--- src/hw/rtl/arc_pkg.sv ---
`timescale 1ns / 1ps
// ----------------------------------------------------------------------------
// arc_pkg
// Shared types and constants of the adaptive replacement cache unit.
// ----------------------------------------------------------------------------
package arc_pkg;

    localparam int MAX_ENTRIES_DEF = 64;
    localparam int KEY_BITS_DEF    = 32;
    localparam int CAP_W           = 7;
    localparam logic [CAP_W-1:0] CAP_RESET = 7'd64;
    localparam int CNT_W           = 32;
    localparam int APB_AW          = 3;
    localparam int APB_DW          = 32;
    localparam logic [0:0] REG_CAP = 1'b0;

    typedef enum logic [1:0] {
        L_T1,
        L_T2,
        L_B1,
        L_B2
    } t_lst;

    typedef enum logic [1:0] {
        GH_NONE,
        GH_B1,
        GH_B2
    } t_ghost;

    typedef enum logic [4:0] {
        OP_NONE,
        OP_CLR,
        OP_SCAN_START,
        OP_SCAN,
        OP_FLUSH,
        OP_DECIDE,
        OP_DIV_LOAD,
        OP_DIV_STEP,
        OP_P_UPD,
        OP_SEL_FOUND,
        OP_SEL_REPL,
        OP_SEL_LRU,
        OP_UNLINK,
        OP_APPEND,
        OP_APPEND_GHOST,
        OP_DROP,
        OP_DROP_EV,
        OP_INSERT,
        OP_DONE
    } t_op;

    typedef struct packed {
        t_op  op;
        t_lst lst;
    } t_cmd;

    typedef struct packed {
        logic found;
        t_lst found_list;
        logic cnt_last;
        logic div_last;
        logic case_a;
        logic a_lt;
        logic sum_ge;
        logic sum_2c;
        logic out_free;
    } t_stat;

endpackage

--- src/hw/rtl/arc_ctrl.sv ---
`timescale 1ns / 1ps
// ----------------------------------------------------------------------------
// arc_ctrl
// Sequencer: steps the datapath through search, replacement and relinking.
// ----------------------------------------------------------------------------
module arc_ctrl (
    input  logic           i_clk,
    input  logic           i_rst_n,
    input  logic           i_cfg_wr,
    input  logic           i_in_valid,
    input  arc_pkg::t_stat i_stat,
    output logic           o_in_ready,
    output arc_pkg::t_cmd  o_cmd
);
    import arc_pkg::*;

    typedef enum logic [3:0] {
        S_CLR,
        S_IDLE,
        S_SCAN,
        S_FLUSH,
        S_DECIDE,
        S_DIV_LOAD,
        S_DIV,
        S_P_UPD,
        S_SEL_REPL,
        S_SEL_FOUND,
        S_SEL_LRU,
        S_RD,
        S_UNLINK,
        S_APPEND,
        S_DROP,
        S_INSERT
    } t_state;

    typedef enum logic [1:0] {
        PH_FOUND,
        PH_REPL,
        PH_DROP,
        PH_DROPEV
    } t_phase;

    t_state r_state;
    t_phase r_phase;
    t_lst   r_lru;
    logic   r_gpath;
    logic   r_done;

    assign o_in_ready = (r_state == S_IDLE) && !r_done;

    always_comb begin
        o_cmd.lst = r_lru;
        case (r_state)
            S_CLR:       o_cmd.op = OP_CLR;
            S_IDLE:      o_cmd.op = r_done ? (i_stat.out_free ? OP_DONE : OP_NONE)
                                           : (i_in_valid ? OP_SCAN_START : OP_NONE);
            S_SCAN:      o_cmd.op = OP_SCAN;
            S_FLUSH:     o_cmd.op = OP_FLUSH;
            S_DECIDE:    o_cmd.op = OP_DECIDE;
            S_DIV_LOAD:  o_cmd.op = OP_DIV_LOAD;
            S_DIV:       o_cmd.op = OP_DIV_STEP;
            S_P_UPD:     o_cmd.op = OP_P_UPD;
            S_SEL_REPL:  o_cmd.op = OP_SEL_REPL;
            S_SEL_FOUND: o_cmd.op = OP_SEL_FOUND;
            S_SEL_LRU:   o_cmd.op = OP_SEL_LRU;
            S_UNLINK:    o_cmd.op = OP_UNLINK;
            S_APPEND: begin
                o_cmd.op = (r_phase == PH_REPL) ? OP_APPEND_GHOST : OP_APPEND;
                o_cmd.lst = L_T2;
            end
            S_DROP:      o_cmd.op = (r_phase == PH_DROPEV) ? OP_DROP_EV : OP_DROP;
            S_INSERT:    o_cmd.op = OP_INSERT;
            default:     o_cmd.op = OP_NONE;
        endcase
    end

    always_ff @(posedge i_clk) begin
        if (!i_rst_n) begin
            r_state <= S_CLR;
            r_phase <= PH_FOUND;
            r_lru   <= L_T1;
            r_gpath <= 1'b0;
            r_done  <= 1'b0;
        end else if (i_cfg_wr) begin
            r_state <= S_CLR;
        end else begin
            case (r_state)
                S_CLR: begin
                    if (i_stat.cnt_last) r_state <= S_IDLE;
                end
                S_IDLE: begin
                    // a finished word waits here until the output register frees up
                    if (r_done) begin
                        if (i_stat.out_free) r_done <= 1'b0;
                    end else if (i_in_valid) begin
                        r_state <= S_SCAN;
                    end
                end
                S_SCAN: begin
                    if (i_stat.cnt_last) r_state <= S_FLUSH;
                end
                S_FLUSH: r_state <= S_DECIDE;
                S_DECIDE: begin
                    r_gpath <= 1'b0;
                    if (i_stat.found &&
                        (i_stat.found_list == L_T1 || i_stat.found_list == L_T2)) begin
                        r_phase <= PH_FOUND;
                        r_state <= S_SEL_FOUND;
                    end else if (i_stat.found) begin
                        r_gpath <= 1'b1;
                        r_state <= S_DIV_LOAD;
                    end else if (i_stat.case_a) begin
                        r_lru   <= i_stat.a_lt ? L_B1 : L_T1;
                        r_phase <= i_stat.a_lt ? PH_DROP : PH_DROPEV;
                        r_state <= S_SEL_LRU;
                    end else if (i_stat.sum_ge && i_stat.sum_2c) begin
                        r_lru   <= L_B2;
                        r_phase <= PH_DROP;
                        r_state <= S_SEL_LRU;
                    end else if (i_stat.sum_ge) begin
                        r_phase <= PH_REPL;
                        r_state <= S_SEL_REPL;
                    end else begin
                        r_state <= S_INSERT;
                    end
                end
                S_DIV_LOAD: r_state <= S_DIV;
                S_DIV: begin
                    if (i_stat.div_last) r_state <= S_P_UPD;
                end
                S_P_UPD: begin
                    r_phase <= PH_REPL;
                    r_state <= S_SEL_REPL;
                end
                S_SEL_REPL, S_SEL_FOUND, S_SEL_LRU: r_state <= S_RD;
                S_RD:     r_state <= S_UNLINK;
                S_UNLINK: begin
                    if (r_phase == PH_DROP || r_phase == PH_DROPEV) begin
                        r_state <= S_DROP;
                    end else begin
                        r_state <= S_APPEND;
                    end
                end
                S_APPEND: begin
                    if (r_phase == PH_FOUND) begin
                        r_done  <= 1'b1;
                        r_state <= S_IDLE;
                    end else if (r_gpath) begin
                        r_phase <= PH_FOUND;
                        r_state <= S_SEL_FOUND;
                    end else begin
                        r_state <= S_INSERT;
                    end
                end
                S_DROP: begin
                    if (r_phase == PH_DROPEV) begin
                        r_state <= S_INSERT;
                    end else begin
                        r_phase <= PH_REPL;
                        r_state <= S_SEL_REPL;
                    end
                end
                S_INSERT: begin
                    r_done  <= 1'b1;
                    r_state <= S_IDLE;
                end
                default: r_state <= S_IDLE;
            endcase
        end
    end

endmodule

--- config.mk ---
export PLATFORM = sky130hd
export DESIGN_NAME = arc_ctrl
export DESIGN_NICKNAME = d
export VERILOG_FILES = /design/src/hw/rtl/arc_pkg.sv /design/src/hw/rtl/arc_ctrl.sv
export SDC_FILE = /design/constraint.sdc
export NUM_CORES = 1
export LEC_CHECK = 0
export BUFFER_PORTS_ARGS = -buffer_cell sky130_fd_sc_hd__buf_2
export CORE_MARGIN = 2
export CORE_UTILIZATION = 50
export DETAILED_ROUTE_END_ITERATION = 10
export PLACE_DENSITY_LB_ADDON = 0.3
export SYNTH_ARGS = -nofsm -noshare
export SYNTH_HDL_FRONTEND = slang
export SYNTH_SLANG_ARGS = --single-unit
--- constraint.sdc ---
create_clock -name i_clk -period 2.3 [get_ports i_clk]
set_input_delay 0 -clock i_clk [delete_from_list [all_inputs] [get_ports i_clk]]
set_output_delay 0 -clock i_clk [all_outputs]
set_load 0.02 [all_outputs]
-- Word-level counts from Yosys, hierarchy flattened
Index checks and enable logic that the tools add are counted.
- output and inout bits: 8
- register bits: 10
- bits of input ports: 14
- word-level logic and storage cells: 99
- bitwise logic cells: 4
- eq/ne operators: 30
- multiplexer cells: 41
- reduce and logical (&&, ||, !) cells: 19
- operators with widths (cell ; number):
    5-bit one-hot mux with 15 select lines ; 1
    4-bit one-hot mux with 14 select lines ; 1
    4-bit equality test, second input constant ; 8
    4-bit 2-to-1 mux ; 8
    2-bit 2-to-1 mux ; 15
    2-bit inequality test, second input constant ; 9
    4-bit by 3-bit equality test with 1-bit output, second input constant ; 4
    3-bit 2-to-1 mux ; 5
    5-bit 2-to-1 mux ; 3
    5-bit AND reduction ; 2
    4-bit by 2-bit equality test with 1-bit output, second input constant ; 2
    2-bit one-hot mux with 4 select lines ; 1
    7-bit AND reduction ; 1
    1-bit 2-to-1 mux ; 6
    5-bit inequality test, second input constant ; 1
    2-bit by 1-bit equality test with 1-bit output, second input constant ; 2
    2-bit equality test, second input constant ; 2
    4-bit by 1-bit equality test with 1-bit output, second input constant ; 1
    2-bit logical NOT ; 2
    4-bit logical NOT ; 1
    1-bit inverter ; 4
    4-bit nonzero test ; 1
    1-bit logical AND ; 3
    3-bit inequality test, second input constant ; 1
    other kinds (9) ; 10

-- Depth between registers and ports, before layout
- depth in word-level cells: 6
- depth in mapped cells: 6
- depth with buffers taken out: 5

-- Least setup slack after synthesis
Ideal clock, no wire load.
- kind: flip-flop to flip-flop
- from: reg r_state[0]
- to: reg r_lru[1]
- slack: 0.638 ns
- stages on the path, launching flop included: 7
- setup time: 0.119 ns
- data arrival time: 1.544 ns
- required time: 2.181 ns
- cells stage by stage: dfxtp_1 buf_2 and4b_4 a221oi_2 nand2_1 or3_1 o221a_1
- longest elaborated chain between the ends: 2
- ends and longest elaborated chain (what ; RTL line ; RTL):
    start, declared ; arc_ctrl.sv:43 ; t_state r_state;
    start signal, assigned ; arc_ctrl.sv:79 ; r_state <= S_CLR;
    start signal, assigned ; arc_ctrl.sv:85 ; r_state <= S_CLR;
    start signal, assigned ; arc_ctrl.sv:89 ; if (i_stat.cnt_last) r_state <= S_IDLE;
    4-bit by 3-bit equality test with 1-bit output ; arc_ctrl.sv:87 ; case (r_state)
    5-bit AND reduction (no source line) ; - ;
    end signal, assigned ; arc_ctrl.sv:113 ; r_lru <= i_stat.a_lt ? L_B1 : L_T1;
    end, declared ; arc_ctrl.sv:45 ; t_lst r_lru;
Every way passes these cells.
A chain may end at the register's enable or synchronous reset.

-- Worst setup path after layout
- from: reg r_state[1]
- to: reg r_lru[1]
The elaborated chain is that of the path after synthesis.

==> metrics.md <==
| Metric | Value |
|---|---|
| Status | `complete, no violations` |
| WP data arrival | `2.07 ns` |
| CP Capture Type | `flip-flop` |
| Power density cells | `368 nW/um2` |
| Num Clock Sinks | `10` |
| Final worst path period need | `1.90 ns` |
| Placed insts | `174` |
| Peak supply drop | `0.270 mV` |
| Design area | `1090 um2` |
| Synth top area cells | `dfxtp_1 22%, o21ai_0 9.9%, a21oi_1 4.9%` |
| Top_reg_cell synth | `dfxtp_1` |
| Post-CTS Hold Buffers | `1` |
| Fin nets | `169` |
| Leakage power figure | `roughly 0.45 nW` |
| Commonest non-fill, non-tap cell in the layout | `buf_2` |
| Syn_nets | `149` |
| Post-CTS Repair Setup Buffers | `0` |
| GRT Util Overall | `0.254` |
| Share of post-route cells with drive strength above 1 | `0.214` |
| Row cnt | `15` |
| Layout fillers | `about 180` |
| Largest net degree at the start of global routing | `27` |
| Setup TNS | `0 ns` |
| F_max | `527 MHz` |
| Dpl hpwl | `approximately 1.8 mm` |
| Final WL | `around 2.5 mm` |
| TritonCTS clock tree | `built` |
| CP Class | `reg -> reg` |
| Final GP Congestion | `around 0.9` |
| Via count of the routed design | `1,111` |
| Vias/cell | `6.21` |
| Max Cap Viol | `0` |
| Area Overhead vs Synth | `19.2%` |
| Hold Fails Final Rpt | `0` |
| Clock root cell | `clkbuf_4` |
| DIE AREA | `2180 um2` |
| HP Class | `in -> reg` |
| Startpoint types | `flip-flop` |
| IO Count | `22` |
| R2R depth | `5` |
| Worst slew margin | `0.712` |
| WHS | `0.0386 ns` |
| Clock Skews | `0.00446 ns` |
| Slew @ Worst Pin | `roughly 0.43 ns` |
| First-pass GRT wire length | `3.91 mm` |
| Multi-input logic area | `644 um2` |
| Largest area contributor in the netlist | `dfxtp_1` |
| Maximum clock path buffer count | `2` |
| Post-Syn Instances | `135` |
| Fraction of post-synthesis cell area in the top cell type by area | `0.220` |
| CP Launch Point | `r_state[1]` |
| Register bit count reported by yosys | `10` |
| Syn. warnings | `0` |
| Cell area after synthesis | `911 um2` |
| Initial Util | `0.528` |
| Total power | `0.400 mW` |
| Die Span Y | `46.7 um` |
| Min setup slack post-route | `0.402 ns` |
| Post-synthesis sequential area ratio | `0.220` |
| Final-report max-slew violation count | `0` |
| Chip width | `46.7 um` |
| Critical-path maximum fanout | `10` |
| EDFF count, synth | `0` |
| Ant. Diodes | `0` |
| RSZ-0062 raised after global routing | `false` |
| Post-route insts no fill | `approximately 180` |
| Post-place setup slack | `roughly 0.45 ns` |
| Asr flop ratio synth | `0` |
| Global route total overflow | `0` |
| Vias in the first global route | `890` |
| Util after Layout | `0.629` |
| H-tree levels | `1` |
| FF+latch area | `200 um2` |
| Placed Area | `1040 um2` |
| Critical Path Sink | `r_lru[1]` |
| Clk slew on worst S/H paths | `0.07 ns` |
| Total CTS buffers | `3` |
| Core region area | `1730 um2` |
| Reg2reg end | `r_lru[1]` |
| Drt pass-1 iters | `6` |
| Worst reg2reg setup slack | `around 0.4 ns` |
| Req. time, crit path | `2.48 ns` |
| Most frequent cells in the layout | `20 x buf_2, 18 x o21ai_0, 12 x nand2_1, 10 x dfxtp_1, 9 x a21oi_1` |
| Syn Area/Cell | `approximately 6.7 um2` |
| Clk_lat worst skew | `around 0.28 ns` |
| Number of DRC markers in iteration 0 | `55` |
| DR WL/cell | `around 14 um` |
| IO Port Bufs | `20` |
| Reg2reg start | `r_state[1]` |
| Antenna violations before repair | `0` |
| Final setup fails | `0` |
| Yosys cell types | `38` |
| Period Utilization, post-route | `0.825` |
| Drt drc | `0` |
| Post-route ant nets | `0` |
| Cts repair resizes | `0` |
==> worst min path at each step <==
| stage | startpoint | endpoint | slack (ns) | cells past startpoint |
|---|---|---|---|---|
| finish | i_rst_n | r_done | 0.04 | 2 |
| global route | i_rst_n | r_lru[0] | 0.04 | 2 |
| detailed placement | i_stat[3] | r_lru[1] | 0.29 | 2 |
| floorplan | i_stat[3] | r_lru[1] | 0.17 | 1 |
| global placement | i_stat[3] | r_lru[1] | 0.28 | 2 |
| CTS | i_rst_n | r_done | 0.03 | 2 |
==> cells in the mapped netlist (3+ instances only) <==
| cell type | n |
|---|---|
| a21oi_1 | 9 |
| a31oi_1 | 5 |
| and2_1 | 3 |
| clkbuf_1 | 9 |
| dfxtp_1 | 10 |
| inv_1 | 5 |
| nand2_1 | 12 |
| nand2b_1 | 4 |
| nand3_1 | 6 |
| nor2_1 | 8 |
| nor2b_1 | 5 |
| nor3_1 | 5 |
| nor3b_1 | 4 |
| o21ai_0 | 18 |
| o22ai_1 | 3 |
==> cells by family (layout without fill, tap and decap cells) <==
family | after synthesis | count (layout) | synth area share
and+or+nand+nor | 56 | 56 | 0.335
AOI/OAI and AO/OA | 51 | 51 | 0.361
buffers and inverters | 17 | 36 | 0.0728
DFF | 10 | 10 | 0.220
muxes | 1 | 1 | 0.0110
==> power by group <==
group	internal [mW]	switching (mW)
clock	0.0964	0.0705
combinational	0.0244	0.0341
sequential	0.174	0.000773
==> area by class of cell <==
cell class | count | area share
clock buffer | 4 | 0.0334
inverter | 5 | 0.0173
multi-input combinational | 108 | 0.593
sequential | 10 | 0.184
tap | 25 | 0.0288
timing repair buffer | 27 | 0.143
==> flip-flops by register name (all words and copies together) (netlist names) <==
signal / count
r_state: 4
r_lru: 2
r_gpath: 1
r_done: 1
r_phase: 2
==> critical path, cell delays in order, from the launching register on <==
cell      delay, ns
dfxtp_1        0.51
and4b_4        0.27
a221oi_2       0.24
nand2_1        0.14
or3_1          0.40
o221a_1        0.23
==> layer usage <==
metal | track usage | vias up | part of all wire
li1 | - | 541 | -
met1 | 0.335 | 510 | 0.43
met2 | 0.406 | 54 | 0.47
met3 | 0.0667 | 6 | 0.088
met4 | 0.0722 | 0 | 0.010
met5 | 0 | - | 0
(Power assumes the default switching activity.)
